$ cat src/design/hrfs_pkg.sv
`default_nettype none
// ----------------------------------------------------------------------------
// hrfs_pkg: shared types and constants of the request field splitter
// Byte classes, parser phases, field kinds and the word passed from the
// front to the back through the queue.
// ----------------------------------------------------------------------------
package hrfs_pkg;

  localparam int FIELD_BYTES_DEFAULT = 256;
  localparam int QUEUE_DEPTH_DEFAULT = 2;

  localparam logic [7:0] CHAR_CR    = 8'h0D;
  localparam logic [7:0] CHAR_LF    = 8'h0A;
  localparam logic [7:0] CHAR_TAB   = 8'h09;
  localparam logic [7:0] CHAR_SPACE = 8'h20;
  localparam logic [7:0] CHAR_SLASH = 8'h2F;
  localparam logic [7:0] CHAR_DOT   = 8'h2E;
  localparam logic [7:0] CHAR_COLON = 8'h3A;

  typedef enum logic [3:0] {
    CL_LETTER,
    CL_DIGIT,
    CL_BLANK,
    CL_CR,
    CL_LF,
    CL_SLASH,
    CL_DOT,
    CL_COLON,
    CL_OTHER
  } byte_class_t;

  typedef enum logic [2:0] {
    PH_IDLE,
    PH_METHOD,
    PH_PATH,
    PH_VERSION,
    PH_HEADERS,
    PH_BODY
  } phase_t;

  typedef enum logic [2:0] {
    KIND_METHOD,
    KIND_PATH,
    KIND_VERSION,
    KIND_HEADERS,
    KIND_BODY
  } field_kind_t;

  typedef struct packed {
    logic        sp_valid;
    logic [7:0]  sp_pos;
    logic        sp_ovf;
    logic        b_valid;
    field_kind_t b_kind;
    logic [7:0]  b_byte;
    logic [7:0]  b_pos;
    logic        b_ovf;
  } job_t;

  function automatic byte_class_t classify(input logic [7:0] b);
    byte_class_t c;
    if ((b >= 8'd65 && b <= 8'd90) || (b >= 8'd97 && b <= 8'd122)) c = CL_LETTER;
    else if (b >= 8'd48 && b <= 8'd57) c = CL_DIGIT;
    else if (b == CHAR_CR) c = CL_CR;
    else if (b == CHAR_LF) c = CL_LF;
    else if (b == CHAR_SPACE || b == CHAR_TAB) c = CL_BLANK;
    else if (b == CHAR_SLASH) c = CL_SLASH;
    else if (b == CHAR_DOT) c = CL_DOT;
    else if (b == CHAR_COLON) c = CL_COLON;
    else c = CL_OTHER;
    return c;
  endfunction

endpackage
`default_nettype wire

$ cat src/design/hrfs_front.sv
`default_nettype none
// ----------------------------------------------------------------------------
// hrfs_front: byte classifier and phase machine
// Classifies each accepted byte, advances the parser phase and the held
// CR / pending-space flags, and builds one queue word per byte with results.
// ----------------------------------------------------------------------------
module hrfs_front #(
  parameter int FIELD_BYTES = hrfs_pkg::FIELD_BYTES_DEFAULT
) (
  input  wire logic          clk,
  input  wire logic          rst,
  input  wire logic          in_valid,
  output logic               in_ready,
  input  wire logic [7:0]    byte_value,
  input  wire logic          last_byte,
  output logic               push_valid,
  input  wire logic          push_ready,
  output hrfs_pkg::job_t     push_data
);

  localparam int WPW = $clog2(FIELD_BYTES + 1);
  localparam int XW  = (WPW > 8) ? WPW : 9;
  localparam logic [WPW-1:0] FULL_POS = WPW'(FIELD_BYTES);
  localparam logic [WPW-1:0] LAST_POS = WPW'(FIELD_BYTES - 1);

  hrfs_pkg::phase_t ph, ph_next;
  logic [WPW-1:0]   wp, wp_next;
  logic             cr_held, cr_held_next;
  logic             space_pending, space_pending_next;
  logic             second_cr_held, second_cr_held_next;

  hrfs_pkg::byte_class_t cls;
  hrfs_pkg::job_t        job;
  logic                  done;
  logic                  emit_b;
  logic                  accept;

  function automatic logic [7:0] sat_pos(input logic [WPW-1:0] w);
    logic [WPW-1:0] p;
    logic [XW-1:0]  px;
    p  = (w >= FULL_POS) ? LAST_POS : w;
    px = XW'(p);
    return (px > XW'(255)) ? 8'hFF : px[7:0];
  endfunction

  assign cls        = hrfs_pkg::classify(byte_value);
  assign in_ready   = push_ready;
  assign accept     = in_valid && in_ready;
  assign push_valid = in_valid && (job.sp_valid || job.b_valid);
  assign push_data  = job;

  always_comb begin
    ph_next             = ph;
    wp_next             = wp;
    cr_held_next        = cr_held;
    space_pending_next  = space_pending;
    second_cr_held_next = second_cr_held;
    job                 = '0;
    done                = 1'b0;
    emit_b              = 1'b0;

    if (ph == hrfs_pkg::PH_HEADERS && space_pending) begin
      if (second_cr_held) begin
        space_pending_next  = 1'b0;
        second_cr_held_next = 1'b0;
        if (cls == hrfs_pkg::CL_LF) begin
          ph_next = hrfs_pkg::PH_BODY;
          wp_next = '0;
          done    = 1'b1;
        end else begin
          job.sp_valid = 1'b1;
        end
      end else if (cls == hrfs_pkg::CL_CR) begin
        second_cr_held_next = 1'b1;
        done                = 1'b1;
      end else begin
        space_pending_next = 1'b0;
        job.sp_valid       = 1'b1;
      end
    end else if (cr_held) begin
      cr_held_next = 1'b0;
      if (cls == hrfs_pkg::CL_LF) begin
        if (ph == hrfs_pkg::PH_VERSION) begin
          ph_next = hrfs_pkg::PH_HEADERS;
          wp_next = '0;
        end else if (ph == hrfs_pkg::PH_HEADERS) begin
          space_pending_next = 1'b1;
        end
        done = 1'b1;
      end
    end

    if (job.sp_valid) begin
      job.sp_pos = sat_pos(wp_next);
      job.sp_ovf = (wp_next >= FULL_POS);
      if (wp_next < FULL_POS) wp_next = wp_next + 1'b1;
    end

    if (!done) begin
      unique case (ph_next)
        hrfs_pkg::PH_IDLE: begin
          if (cls == hrfs_pkg::CL_LETTER) begin
            ph_next = hrfs_pkg::PH_METHOD;
            wp_next = '0;
            emit_b  = 1'b1;
          end
        end
        hrfs_pkg::PH_METHOD: begin
          if (cls == hrfs_pkg::CL_LETTER) emit_b = 1'b1;
          else if (cls == hrfs_pkg::CL_BLANK) begin
            ph_next = hrfs_pkg::PH_PATH;
            wp_next = '0;
          end
        end
        hrfs_pkg::PH_PATH: begin
          if (cls == hrfs_pkg::CL_LETTER || cls == hrfs_pkg::CL_SLASH) emit_b = 1'b1;
          else if (cls == hrfs_pkg::CL_BLANK) begin
            ph_next = hrfs_pkg::PH_VERSION;
            wp_next = '0;
          end
        end
        hrfs_pkg::PH_VERSION: begin
          if (cls == hrfs_pkg::CL_LETTER || cls == hrfs_pkg::CL_SLASH ||
              cls == hrfs_pkg::CL_DIGIT || cls == hrfs_pkg::CL_DOT) emit_b = 1'b1;
          else if (cls == hrfs_pkg::CL_CR) cr_held_next = 1'b1;
        end
        hrfs_pkg::PH_HEADERS: begin
          if (cls == hrfs_pkg::CL_CR) cr_held_next = 1'b1;
          else if (cls != hrfs_pkg::CL_LF) emit_b = 1'b1;
        end
        hrfs_pkg::PH_BODY: begin
          if (cls == hrfs_pkg::CL_LETTER) emit_b = 1'b1;
        end
        default: ;
      endcase
    end

    if (emit_b) begin
      job.b_valid = 1'b1;
      job.b_kind  = hrfs_pkg::field_kind_t'(3'(ph_next - 3'd1));
      job.b_byte  = byte_value;
      job.b_pos   = sat_pos(wp_next);
      job.b_ovf   = (wp_next >= FULL_POS);
      if (wp_next < FULL_POS) wp_next = wp_next + 1'b1;
    end

    if (last_byte) begin
      ph_next             = hrfs_pkg::PH_IDLE;
      wp_next             = '0;
      cr_held_next        = 1'b0;
      space_pending_next  = 1'b0;
      second_cr_held_next = 1'b0;
    end
  end

  always_ff @(posedge clk) begin
    if (rst) begin
      ph             <= hrfs_pkg::PH_IDLE;
      wp             <= '0;
      cr_held        <= 1'b0;
      space_pending  <= 1'b0;
      second_cr_held <= 1'b0;
    end else if (accept) begin
      ph             <= ph_next;
      wp             <= wp_next;
      cr_held        <= cr_held_next;
      space_pending  <= space_pending_next;
      second_cr_held <= second_cr_held_next;
    end
  end

`ifndef SYNTHESIS
  a_pending_in_headers: assert property (@(posedge clk) disable iff (rst)
    space_pending |-> ph == hrfs_pkg::PH_HEADERS)
    else $error("pending space outside headers");
  a_second_cr_needs_space: assert property (@(posedge clk) disable iff (rst)
    second_cr_held |-> space_pending && !cr_held)
    else $error("second CR held without pending space");
  a_last_clears: assert property (@(posedge clk) disable iff (rst)
    accept && last_byte |=> ph == hrfs_pkg::PH_IDLE && wp == '0 && !cr_held && !space_pending)
    else $error("last byte did not return to idle");
`endif

endmodule
`default_nettype wire

$ cat src/design/hrfs_queue.sv
`default_nettype none
// ----------------------------------------------------------------------------
// hrfs_queue: short word queue between front and back
// First-in first-out buffer of result words; lets either side stall alone.
// ----------------------------------------------------------------------------
module hrfs_queue #(
  parameter int DEPTH = hrfs_pkg::QUEUE_DEPTH_DEFAULT
) (
  input  wire logic            clk,
  input  wire logic            rst,
  input  wire logic            push_valid,
  output logic                 push_ready,
  input  wire hrfs_pkg::job_t  push_data,
  output logic                 pop_valid,
  input  wire logic            pop_ready,
  output hrfs_pkg::job_t       pop_data
);

  localparam int PW = (DEPTH > 1) ? $clog2(DEPTH) : 1;
  localparam int CW = $clog2(DEPTH + 1);

  hrfs_pkg::job_t slots [DEPTH];
  logic [PW-1:0]  wr_ptr, rd_ptr;
  logic [CW-1:0]  count;
  logic           do_push, do_pop;

  assign push_ready = (count != CW'(DEPTH));
  assign pop_valid  = (count != '0);
  assign pop_data   = slots[rd_ptr];
  assign do_push    = push_valid && push_ready;
  assign do_pop     = pop_valid && pop_ready;

  always_ff @(posedge clk) begin
    if (do_push) slots[wr_ptr] <= push_data;
  end

  always_ff @(posedge clk) begin
    if (rst) begin
      wr_ptr <= '0;
      rd_ptr <= '0;
      count  <= '0;
    end else begin
      if (do_push) wr_ptr <= (wr_ptr == PW'(DEPTH - 1)) ? '0 : wr_ptr + 1'b1;
      if (do_pop)  rd_ptr <= (rd_ptr == PW'(DEPTH - 1)) ? '0 : rd_ptr + 1'b1;
      if (do_push && !do_pop) count <= count + 1'b1;
      else if (do_pop && !do_push) count <= count - 1'b1;
    end
  end

`ifndef SYNTHESIS
  a_count_bound: assert property (@(posedge clk) disable iff (rst)
    count <= CW'(DEPTH))
    else $error("queue count out of range");
  a_ptr_gap: assert property (@(posedge clk) disable iff (rst)
    (count == '0 || count == CW'(DEPTH)) |-> wr_ptr == rd_ptr)
    else $error("queue pointers out of step with count");
  a_count_step: assert property (@(posedge clk) disable iff (rst)
    do_push && !do_pop |=> count == $past(count) + 1'b1)
    else $error("queue count missed a push");
`endif

endmodule
`default_nettype wire

$ cat src/design/hrfs_back.sv
`default_nettype none
// ----------------------------------------------------------------------------
// hrfs_back: result sequencer
// Takes one queue word at a time into the output register and presents
// the folded space first, then the byte result.
// ----------------------------------------------------------------------------
module hrfs_back (
  input  wire logic            clk,
  input  wire logic            rst,
  input  wire logic            q_valid,
  output logic                 q_ready,
  input  wire hrfs_pkg::job_t  q_data,
  output logic                 out_valid,
  input  wire logic            out_ready,
  output logic [2:0]           field_kind,
  output logic [7:0]           out_byte,
  output logic [7:0]           field_position,
  output logic                 overflow,
  output logic                 run_last
);

  hrfs_pkg::job_t cur;
  logic           have;
  logic           sub;
  logic           show_sp;
  logic           fire, finish, load;

  assign show_sp        = cur.sp_valid && !sub;
  assign out_valid      = have;
  assign field_kind     = show_sp ? hrfs_pkg::KIND_HEADERS : cur.b_kind;
  assign out_byte       = show_sp ? hrfs_pkg::CHAR_SPACE : cur.b_byte;
  assign field_position = show_sp ? cur.sp_pos : cur.b_pos;
  assign overflow       = show_sp ? cur.sp_ovf : cur.b_ovf;
  assign run_last       = show_sp ? !cur.b_valid : 1'b1;

  assign fire    = have && out_ready;
  assign finish  = fire && run_last;
  assign load    = !have || finish;
  assign q_ready = load;

  always_ff @(posedge clk) begin
    if (load && q_valid) cur <= q_data;
  end

  always_ff @(posedge clk) begin
    if (rst) begin
      have <= 1'b0;
      sub  <= 1'b0;
    end else if (load) begin
      have <= q_valid;
      sub  <= 1'b0;
    end else if (fire) begin
      sub  <= 1'b1;
    end
  end

`ifndef SYNTHESIS
  a_sub_shape: assert property (@(posedge clk) disable iff (rst)
    sub |-> have && cur.sp_valid && cur.b_valid)
    else $error("second half shown without a two-result word");
  a_byte_follows_space: assert property (@(posedge clk) disable iff (rst)
    out_valid && out_ready && !run_last |=> out_valid && sub)
    else $error("byte result lost after folded space");
  a_space_shape: assert property (@(posedge clk) disable iff (rst)
    out_valid && show_sp |-> field_kind == hrfs_pkg::KIND_HEADERS &&
                             out_byte == hrfs_pkg::CHAR_SPACE)
    else $error("folded space outside headers");
  a_word_nonempty: assert property (@(posedge clk) disable iff (rst)
    have |-> cur.sp_valid || cur.b_valid)
    else $error("empty word in output register");
`endif

endmodule
`default_nettype wire

$ cat src/design/http_request_field_splitter.sv
`default_nettype none
// ----------------------------------------------------------------------------
// http_request_field_splitter: HTTP request line and header field splitter
// Routes request bytes to method, path, version, header and body fields.
// ----------------------------------------------------------------------------
// One byte is accepted per cycle while the queue has room. Each accepted
// byte yields zero, one or two results; two results come when a byte
// releases a folded header space, and the output register then presents
// both in turn. The phase machine in the front settles each byte in its
// accept cycle, and the queue of QUEUE_DEPTH words absorbs two-result bytes
// and output stalls. in_ready follows the free space of the queue, so a full
// queue holds off every byte, including bytes that yield no result; with the
// output always ready, second results slow the input once the queue has
// filled. The first result of a byte passes the queue, then the output register.
// ----------------------------------------------------------------------------
module http_request_field_splitter #(
  parameter int FIELD_BYTES = hrfs_pkg::FIELD_BYTES_DEFAULT,
  parameter int QUEUE_DEPTH = hrfs_pkg::QUEUE_DEPTH_DEFAULT
) (
  input  wire logic        clk,
  input  wire logic        rst,
  input  wire logic        in_valid,
  output logic             in_ready,
  input  wire logic [7:0]  byte_value,
  input  wire logic        last_byte,
  output logic             out_valid,
  input  wire logic        out_ready,
  output logic [2:0]       field_kind,
  output logic [7:0]       out_byte,
  output logic [7:0]       field_position,
  output logic             overflow,
  output logic             run_last
);

  logic           push_valid, push_ready;
  hrfs_pkg::job_t push_data;
  logic           q_valid, q_ready;
  hrfs_pkg::job_t q_data;

  hrfs_front #(.FIELD_BYTES(FIELD_BYTES)) u_front (
    .clk        (clk),
    .rst        (rst),
    .in_valid   (in_valid),
    .in_ready   (in_ready),
    .byte_value (byte_value),
    .last_byte  (last_byte),
    .push_valid (push_valid),
    .push_ready (push_ready),
    .push_data  (push_data)
  );

  hrfs_queue #(.DEPTH(QUEUE_DEPTH)) u_queue (
    .clk        (clk),
    .rst        (rst),
    .push_valid (push_valid),
    .push_ready (push_ready),
    .push_data  (push_data),
    .pop_valid  (q_valid),
    .pop_ready  (q_ready),
    .pop_data   (q_data)
  );

  hrfs_back u_back (
    .clk            (clk),
    .rst            (rst),
    .q_valid        (q_valid),
    .q_ready        (q_ready),
    .q_data         (q_data),
    .out_valid      (out_valid),
    .out_ready      (out_ready),
    .field_kind     (field_kind),
    .out_byte       (out_byte),
    .field_position (field_position),
    .overflow       (overflow),
    .run_last       (run_last)
  );

endmodule
`default_nettype wire

$ cat config.mk
export PLATFORM = sky130hd
export DESIGN_NAME = http_request_field_splitter
export DESIGN_NICKNAME = d
export VERILOG_FILES = /design/src/design/hrfs_pkg.sv /design/src/design/hrfs_front.sv /design/src/design/hrfs_queue.sv /design/src/design/hrfs_back.sv /design/src/design/http_request_field_splitter.sv
export SDC_FILE = /design/constraint.sdc
export NUM_CORES = 1
export LEC_CHECK = 0
export BUFFER_PORTS_ARGS = -buffer_cell sky130_fd_sc_hd__buf_2
export CAP_MARGIN = 10
export CORE_MARGIN = 1
export CORE_UTILIZATION = 45
export CTS_CLUSTER_SIZE = 20
export DETAILED_ROUTE_END_ITERATION = 7
export HOLD_SLACK_MARGIN = 0.12
export SETUP_SLACK_MARGIN = 0.5
export SLEW_MARGIN = 25
export SYNTH_ARGS = -nofsm -noshare
export SYNTH_HDL_FRONTEND = slang
export SYNTH_HIERARCHICAL = 1
export SYNTH_SLANG_ARGS = --single-unit
$ cat constraint.sdc
create_clock -name clk -period 3.75 [get_ports clk]
set_clock_uncertainty 0.2 [all_clocks]
set_input_delay 0.375 -clock clk [delete_from_list [all_inputs] [get_ports clk]]
set_output_delay 0.375 -clock clk [all_outputs]
set_load 0.01 [all_outputs]
==> out/results.ini, run 1 <==
[run_status]
outcome=completed

[layout]
fillers=1020
fin_nets=542
final_util=0.5614
n_antenna_cell=0
postLayoutCellArea_um2=6743
layout_commonest_cell=edfxtp_1
area_growth_pct=21.73
fin_cells=680
mostFrequentLayoutCells=93 x edfxtp_1, 40 x mux2_2, 39 x nor2_1
drive_above_1_share=0.3077

[worst_setup_path]
crit_chain=nor4bb_4 -> a21boi_2 -> or2_4 -> and2_1 -> ha_2 -> nand3_1 -> a21boi_2 -> ha_1 -> o21ai_1 -> or2_2 -> o41a_1 -> o21ai_1
endpoint_kind=flip-flop
criticalPathCategory=reg2reg
required_ns=3.89
critPathArrivalTime_ns=3.31
setup.worst_path.start=u_front/ph[0]
slowest_delay_ns=0.39
critPathSlowestCell=dfxtp_4
critPathMaxFanout=11
critPathLaunchType=flip-flop
crit_buf_inv=0
crit_family=simple AND/OR/NAND/NOR gates
timing.rr.start=u_front/ph[0]

[yosys]
synth_area_um2=5539
yosys_warnings=6
syn_inst=465
ys_types=64
synth.ff_latch_count=115
synth_fp_nets=484
synth_flop_cell=edfxtp_1
synth-edff-count=93
async_flop_share=0
synth.avg_cell_area_um2=11.91
seq_area_frac_synth=0.5837

[global_route]
grt_pass1_vias=3637
grt_pass1_wl_um=19380
grt_start_max_net_pins=32
antenna_found_initial=0
grtUsageTotal=0.2044
grt_overflow=0

[sta]
slew_headroom=0.4138
tns_ns=0
fmaxAchievable_ghz=0.3155
hold_violations=0
setup_viol=0
worst_slew_pin_slew_ns=0.8793
post-route-min-period_ns=3.169
rsz0062_at_grt=true
period_share=0.8451
layout_setup_ws_ns=0.5808
whs_ns=0.1357
maxSlewViolCount=0

[pwr]
p_per_area_nw_per_um2=620.4
leakagePower_nw=2.305
total_power_mw=4.183
vdd_drop_max_uv=535.0
p_clk_frac=0.366
power_frac_comb=0.207
netSwitchingPower_mw=1.112
pwr-share-seq=0.428
intPower_mw=3.071
netSwitchingFraction=0.2658

[clock_network]
cts_tree=yes
numCtsBuffers=17
clk_latency_ns=0.41
cts_root_buffer=clkbuf_16
ctsLongestPathBuffers=2
clock-sinks=115
ctsHtreeMaxLevel=4
clk_pin_slew_worst_paths_ns=0.05

[floorplanning]
io_pins=36
start_util=0.4611
die_h_um=112.9
die_w_um=112.9
std_cell_rows=40
die_area_um2=12760
coreArea_um2=12010

[place]
dpl_cell_area_um2=6018
place_inst=642
place_congestion=0.9108
hpwl_um=8134
port_buffers=35
dp_slack_ns=0.1290

[route]
drt_first_pass_iters=5
drc=0
wl_per_cell_um=18.29
routed_wl_um=12440
num_vias=3900
antenna_left=0
vias_per_cell=5.735
drt_iter0_drc=290

[run]
max_cap_violations=0

[hold_path]
holdCritStartpoint=rst
hold_path_class=in2reg

## state kept, by name, indices dropped and copies added, names as in the netlist, named ones only
register                flops
u_back/sub                  1
u_queue/wr_ptr              1
u_front/ph                  3
u_front/wp                  9
u_front/space_pending       1
u_back/out_valid            1
u_queue/slots              62
u_front/second_cr_held      1
u_queue/rd_ptr              1
u_back/cur                 31
u_queue/count               2
u_front/cr_held             1
## logic make-up (layout without fill, tap and decap cells)
family                   after synthesis  count (layout)  synth area share
AO/OA/AOI/OAI                         83              83            0.1003
XOR/XNOR                              12              12           0.01898
adder cells (fa/ha/maj)                6               6           0.01355
buffers and inverters                 35             103           0.02778
flip-flops                           115             115            0.5837
multiplexers                          40              40           0.08132
AND/OR/NAND/NOR                      174             174            0.1744
## routing by layer
metal	vias up	track usage	wire length, µm	share of wire
li1	1856	-	-	-
met1	1890	0.2643	5701	0.46
met2	136	0.3202	5843	0.47
met3	18	0.06160	680	0.055
met4	0	0.08772	210	0.017
met5	-	0	0	0
## Yosys cell counts (8+ instances only)
cell type | count | area [µm²]
nor3_1 | 10 | 50.05
mux2_2 | 40 | 450.4
xor2_1 | 9 | 78.83
a21oi_1 | 22 | 110.1
nand2_1 | 31 | 116.4
dfxtp_1 | 22 | 440.4
edfxtp_1 | 93 | 2793
clkbuf_1 | 14 | 52.55
o21ai_0 | 23 | 115.1
nand3_1 | 8 | 40.04
and2_1 | 20 | 125.1
nor2_1 | 40 | 150.1
inv_1 | 11 | 41.29
nand2b_1 | 8 | 50.05
## power groups by stage
stage / Clock [mW] / Sequential (mW) / Combinational, mW
3_3_place_gp: 0 / 1.81 / 0.846
2_1_floorplan: 0 / 1.75 / 0.639
5_1_grt: 1.61 / 1.81 / 0.940
4_1_cts: 1.56 / 1.79 / 0.871
6_report: 1.53 / 1.79 / 0.864
3_5_place_dp: 0 / 1.81 / 0.869
## path summary, 6_finish.rpt
check	cells past startpoint	slack [ns]	endpoint
worst max-delay path	12	0.58	u_front/wp[8]
worst min-delay path	2	0.14	u_queue/rd_ptr
worst min register to register	2	0.31	u_queue/rd_ptr
worst max register to register	12	0.58	u_front/wp[8]
## final cells by class
cell class	count	area [µm²]	area share
clock buffer	21	440.4	0.06532
clock inverter	8	112.6	0.01670
inverter	12	48.80	0.007237
multi-input combinational	315	2307	0.3422
sequential	115	3238	0.4802
tap	147	183.9	0.02728
timing repair buffer	62	411.6	0.06105
## repair_timing
item,in CTS,in global routing
pin swaps,4,4
hold endpoints to repair,3,0
resized for setup,6,14
hold buffers,2,0
endpoints found under the setup margin,90,40
setup buffers,3,4
Power figures use the tool's default switching activity.
==> run 2: changes to the inputs <==
Clock period 3.75 ns to 3.1 ns, I/O delays scaled along.
==> out/results.ini, run 2 (synthesis gave the netlist of run 1 again) <==
[pwr]
p_per_area_nw_per_um2=671.4  ; was 620.4 nW/µm²
p_clk_frac=0.367  ; was 0.366
leakagePower_nw=2.747  ; was 2.305 nW
total_power_mw=5.204  ; was 4.183 mW
power_frac_comb=0.233  ; was 0.207
pwr-share-seq=0.400  ; was 0.428
netSwitchingPower_mw=1.391  ; was 1.112 mW
vdd_drop_max_uv=409.5  ; was 535.0 µV
intPower_mw=3.813  ; was 3.071 mW
netSwitchingFraction=0.2674  ; was 0.2658

[sta]
setup_viol=0  ; unchanged
post-route-min-period_ns=2.968  ; was 3.169 ns
worst_slew_pin_slew_ns=0.6473  ; was 0.8793 ns
period_share=0.9573  ; was 0.8451
hold_violations=0  ; unchanged
rsz0062_at_grt=true  ; unchanged
tns_ns=0  ; unchanged
maxSlewViolCount=0  ; unchanged
slew_headroom=0.5639  ; was 0.4138
fmaxAchievable_ghz=0.3370  ; was 0.3155 GHz

[worst_setup_path]
critPathMaxFanout=4  ; was 11
endpoint_kind=flip-flop  ; unchanged
critPathArrivalTime_ns=3.11  ; was 3.31 ns
critPathSlowestCell=dfxtp_4  ; unchanged
criticalPathCategory=reg2reg  ; unchanged
required_ns=3.24  ; was 3.89 ns
slowest_delay_ns=0.35  ; was 0.39 ns
crit_chain=nor4bb_4 -> a21boi_2 -> or2_4 -> and2_4 -> ha_4 -> nand3_2 -> a21boi_4 -> ha_4 -> o21ai_4 -> or2_4 -> o41a_1 -> o21ai_1  ; was nor4bb_4 -> a21boi_2 -> or2_4 -> and2_1 -> ha_2 -> nand3_1 -> a21boi_2 -> ha_1 -> o21ai_1 -> or2_2 -> o41a_1 -> o21ai_1
crit_buf_inv=0  ; unchanged
crit_family=simple AND/OR/NAND/NOR gates  ; unchanged
critPathLaunchType=flip-flop  ; unchanged

[layout]
fin_nets=607  ; was 542
largest_reg_flops=62  ; unchanged
layout_commonest_cell=edfxtp_1  ; unchanged
n_antenna_cell=0  ; unchanged
mostFrequentLayoutCells=93 x edfxtp_1, 68 x buf_4, 40 x mux2_2  ; was 93 x edfxtp_1, 40 x mux2_2, 39 x nor2_1
area_growth_pct=39.94  ; was 21.73%
top_regs=u_queue/slots x62, u_back/cur x31, u_front/wp x9  ; unchanged
fillers=900  ; was 1020
regMostFlops=u_queue/slots  ; unchanged
fin_cells=748  ; was 680
drive_above_1_share=0.4609  ; was 0.3077

[place]
port_buffers=35  ; unchanged
hpwl_um=8594  ; was 8134 µm
place_congestion=0.8758  ; was 0.9108
place_inst=685  ; was 642

[clock_network]
clk_latency_ns=0.41  ; about the same
ctsHtreeMaxLevel=4  ; unchanged
cts_tree=yes  ; unchanged
clk_pin_slew_worst_paths_ns=0.06  ; was 0.05 ns
ctsLongestPathBuffers=2  ; unchanged
numCtsBuffers=17  ; unchanged
clock-sinks=115  ; unchanged
cts_root_buffer=clkbuf_16  ; unchanged

[route]
antenna_left=0  ; unchanged
vias_per_cell=5.563  ; was 5.735
num_vias=4161  ; was 3900
wl_per_cell_um=17.96  ; was 18.29 µm
drt_first_pass_iters=5  ; unchanged
routed_wl_um=13430  ; was 12440 µm
drt_iter0_drc=312  ; was 290
drc=0  ; unchanged

[run_status]
outcome=completed  ; unchanged

[global_route]
grt_pass1_vias=4082  ; was 3637
grtUsageTotal=0.2216  ; was 0.2044
grt_pass1_wl_um=21070  ; was 19380 µm
grt_start_max_net_pins=32  ; unchanged
grt_overflow=0  ; unchanged
antenna_found_initial=0  ; unchanged

[floorplanning]
io_pins=36  ; unchanged
die_area_um2=12760  ; unchanged
coreArea_um2=12010  ; unchanged
die_h_um=112.9  ; unchanged
start_util=0.4611  ; unchanged
std_cell_rows=40  ; unchanged
die_w_um=112.9  ; unchanged

[hold_path]
hold_path_class=in2reg  ; unchanged

[run]
max_cap_violations=0  ; unchanged

-- run 2: area by class of cell --
cell class / instances / area, µm² / area share
clock buffer: 21 / 440.4 / 0.05682
clock inverter: 11 / 136.4 / 0.01759
inverter: 12 / 56.30 / 0.007264
multi-input combinational: 315 / 2600 / 0.3354
sequential: 115 / 3243 / 0.4184
tap: 147 / 183.9 / 0.02373
timing repair buffer: 127 / 1091 / 0.1408
-- run 2: worst reg2reg max path, stage by stage, from the launching register on --
cell and delay (ns):
dfxtp_4 0.35, nor4bb_4 0.35, a21boi_2 0.12, or2_4 0.26
and2_4 0.18, ha_4 0.27, nand3_2 0.07, a21boi_4 0.17
ha_4 0.17, o21ai_4 0.06, or2_4 0.24, o41a_1 0.32
o21ai_1 0.13
-- run 2: per-stage QoR --
stage                     hold slack (ns)  area, µm²  worst slack [ns]  utilization
after floorplan                    0.1779       5761          -0.03942            -
final                              0.1590       7751            0.1324       0.6453
after global routing               0.1796       7751           0.01759       0.6453
after global placement             0.2707       6441           -0.1065       0.5363
after detailed placement           0.2821       6441           -0.1773       0.5363
after CTS                          0.1438       7506            0.1055       0.6249
-- run 2: what timing repair did --
action                     4_1_cts  5_1_grt
pin swaps                       18       16
setup endpoints to repair      107      113
hold endpoints to repair        14        0
resized for setup               39       45
cloned                           4        2
hold buffers                     3        0
buffers inserted                19        3
-- run 2: power by group through the flow --
stage	registers, mW	clock network, mW	logic, mW
floorplan	2.10	0	0.798
global placement	2.10	0	1.12
detailed placement	2.11	0	1.13
CTS	2.08	1.93	1.19
global route	2.11	2.01	1.33
finish	2.08	1.91	1.21
-- run 2: path summary, 6_finish.rpt --
kind                                     from              endpoint  slack (ns)  cells past startpoint
worst min-delay path            byte_value[7]  u_queue/slots[0][16]        0.16                      3
worst min register to register     u_back/sub            u_back/sub        0.29                      2
worst max-delay path            u_front/ph[1]         u_front/wp[8]        0.13                     12
worst max register to register  u_front/ph[1]         u_front/wp[8]        0.13                     12
-- run 2: metal layers --
layer  vias up  routed length (µm)  GRT usage
met4         0                 287     0.1035
met2       118                6347     0.3490
met1      2028                6286     0.2966
met5         -                   0          0
li1       1994                   -          -
met3        21                 510    0.04392
==> run 3: changes to the inputs <==
Settings changed: CAP_MARGIN 10 to 30, CORE_ASPECT_RATIO from default to 1.1, RECOVER_POWER from default to 50.
==> out/results.ini, run 3 (synthesis gave the netlist of run 1 again) <==
[route]
vias_per_cell=5.571  ; was 5.563
wl_met2_um=6717  ; was 6347 µm
num_vias=4156  ; was 4161
dr_wl_met3_um=522  ; was 510 µm
drt-met1-wl_um=6243  ; was 6286 µm
topRoutingLayerUsed=met4  ; unchanged
drc=0  ; unchanged
drt_iter0_drc=222  ; was 312
antenna_left=0  ; unchanged
wl_per_cell_um=18.32  ; was 17.96 µm
drt_first_pass_iters=5  ; unchanged
routed_wl_um=13670  ; was 13430 µm

[global_route]
grtUsageTotal=0.2265  ; was 0.2216
grt_pass1_vias=4135  ; was 4082
antenna_found_initial=0  ; unchanged
grt_start_max_net_pins=32  ; unchanged
grt_overflow=0  ; unchanged
grt_pass1_wl_um=21510  ; was 21070 µm

[worst_setup_path]
critPathArrivalTime_ns=3.11  ; about the same
critPathLaunchType=flip-flop  ; unchanged
crit_chain=nor4bb_4 -> buf_6 -> a41o_1 -> a21oi_1 -> o211ai_1 -> buf_4 -> a21boi_4 -> ha_4 -> o21ai_4 -> or2_4 -> o41a_1 -> o21ai_1  ; was nor4bb_4 -> a21boi_2 -> or2_4 -> and2_4 -> ha_4 -> nand3_2 -> a21boi_4 -> ha_4 -> o21ai_4 -> or2_4 -> o41a_1 -> o21ai_1
rr_worst_depth=12  ; unchanged
crit_buf_inv=2  ; was 0
slowest_delay_ns=0.36  ; was 0.35 ns
r2r_slack_ns=0.12  ; was 0.13 ns
crit_family=compound AO/OA/AOI/OAI gates  ; was simple AND/OR/NAND/NOR gates
r2r-end=u_front/wp[8]  ; unchanged
criticalPathCategory=reg2reg  ; unchanged
critPathMaxFanout=4  ; unchanged
critPathSlowestCell=nor4bb_4  ; was dfxtp_4
setup.worst_path.start=u_front/ph[1]  ; unchanged
required_ns=3.24  ; about the same
endpoint_kind=flip-flop  ; unchanged
timing.rr.start=u_front/ph[1]  ; unchanged

[hold_path]
hold_path_class=in2reg  ; unchanged
holdCritStartpoint=byte_value[6]  ; was byte_value[7]
min_to=u_queue/slots[0][15]  ; was u_queue/slots[0][16]
hold_depth=3  ; unchanged

[clock_network]
cts_tree=yes  ; unchanged
clk_latency_ns=0.41  ; about the same
ctsLongestPathBuffers=2  ; unchanged
clk_pin_slew_worst_paths_ns=0.06  ; about the same
clock-sinks=115  ; unchanged
cts_root_buffer=clkbuf_16  ; unchanged
numCtsBuffers=17  ; unchanged
ctsHtreeMaxLevel=4  ; unchanged

[sta]
slew_headroom=-0.2794  ; was 0.5639
hold_violations=0  ; unchanged
post-route-min-period_ns=2.978  ; was 2.968 ns
worst_slew_pin_slew_ns=1.919  ; was 0.6473 ns
period_share=0.9605  ; was 0.9573
fmaxAchievable_ghz=0.3359  ; was 0.3370 GHz
rsz0062_at_grt=true  ; unchanged
setup_viol=0  ; unchanged
maxSlewViolCount=32  ; was 0

[floorplanning]
coreArea_um2=12030  ; was 12010 µm²
std_cell_rows=42  ; was 40
io_pins=36  ; unchanged
die_area_um2=12760  ; about the same
die_w_um=107.8  ; was 112.9 µm
die_h_um=118.4  ; was 112.9 µm
start_util=0.4603  ; was 0.4611

[layout]
regMostFlops=u_queue/slots  ; unchanged
top_regs=u_queue/slots x62, u_back/cur x31, u_front/wp x9  ; unchanged
largest_reg_flops=62  ; unchanged
fin_nets=598  ; was 607
postLayoutCellArea_um2=7630  ; was 7751 µm²
drive_above_1_share=0.3986  ; was 0.4609
area_growth_pct=37.75  ; was 39.94%
layout_commonest_cell=edfxtp_1  ; unchanged
n_antenna_cell=0  ; unchanged
mostFrequentLayoutCells=93 x edfxtp_1, 54 x buf_4, 36 x mux2_2, 36 x nor2_1, 29 x nand2_1  ; was 93 x edfxtp_1, 68 x buf_4, 40 x mux2_2
fin_cells=746  ; was 748

[run_status]
violations=max-capacitance violations, max-slew violations
outcome=complete, but fails checks  ; was completed

[pwr]
power_frac_comb=0.220  ; was 0.233
netSwitchingPower_mw=1.451  ; was 1.391 mW
p_per_area_nw_per_um2=683.4  ; was 671.4 nW/µm²
leakagePower_nw=2.645  ; was 2.747 nW
intPower_mw=3.764  ; was 3.813 mW
vdd_drop_max_uv=398.4  ; was 409.5 µV
pwr-share-seq=0.400  ; about the same
p_clk_frac=0.380  ; was 0.367
netSwitchingFraction=0.2782  ; was 0.2674

[place]
dpl_cell_area_um2=6390  ; was 6441 µm²
port_buffers=35  ; unchanged
hpwl_um=8478  ; was 8594 µm
place_congestion=0.9270  ; was 0.8758
place_inst=684  ; was 685

[run]
max_cap_violations=1  ; was 0

-- run 3: timing repair --
item | CTS | global route
hold buffers | 4 | 0
pin swaps | 19 | 24
setup endpoints to repair | 114 | 113
resized for setup | 37 | 42
endpoints found under the hold margin | 15 | 0
buffers inserted | 16 | 3
cloned | 5 | 2
-- run 3: power by group through the flow --
stage / clock network, mW / logic, mW / registers [mW]
floorplan: 0 / 0.798 / 2.10
global placement: 0 / 1.13 / 2.11
detailed placement: 0 / 1.15 / 2.12
CTS: 2.01 / 1.20 / 2.09
global route: 2.08 / 1.26 / 2.12
finish: 1.98 / 1.15 / 2.09
-- run 3: worst max-delay path by stage --
| stage | end | cells past startpoint |
|---|---|---|
| floorplan | u_queue/slots[0][0] | 9 |
| global placement | u_front/wp[6] | 10 |
| detailed placement | u_front/wp[8] | 15 |
| CTS | u_front/wp[8] | 14 |
| global route | u_front/wp[0] | 14 |
| finish | u_front/wp[8] | 12 |
-- run 3: metal layers --
metal	up-vias	GRT usage
met5	-	0
met4	0	0.07877
met3	15	0.05240
met2	85	0.3646
met1	2079	0.2982
li1	1977	-
-- run 3: worst min-delay path, stage by stage --
cell    delay, ns
buf_2        0.09
buf_4        0.13
and2_4       0.14
-- run 3: final cells by class --
class / count / area, µm²
clock buffer: 18 / 429.2
tap: 154 / 192.7
multi-input combinational: 315 / 2562
inverter: 12 / 51.30
fill: 935 / 4404
sequential: 115 / 3241
timing repair buffer: 118 / 974.7
clock inverter: 14 / 178.9
-- run 3: metrics by stage --
| stage | utilization | TNS, ns | hold slack (ns) | setup WS (ns) | total power, mW |
|---|---|---|---|---|---|
| global placement | 0.5310 | -0.4023 | 0.2707 | -0.06122 | 3.239 |
| global route | 0.6340 | 0 | 0.1643 | 0.03310 | 5.459 |
| CTS | 0.6202 | 0 | 0.1751 | 0.1547 | 5.295 |
| finish | 0.6340 | 0 | 0.1658 | 0.1225 | 5.214 |
| detailed placement | 0.5310 | -1.616 | 0.2836 | -0.1378 | 3.274 |
| floorplan | - | -1.239 | 0.1779 | -0.03942 | 2.902 |
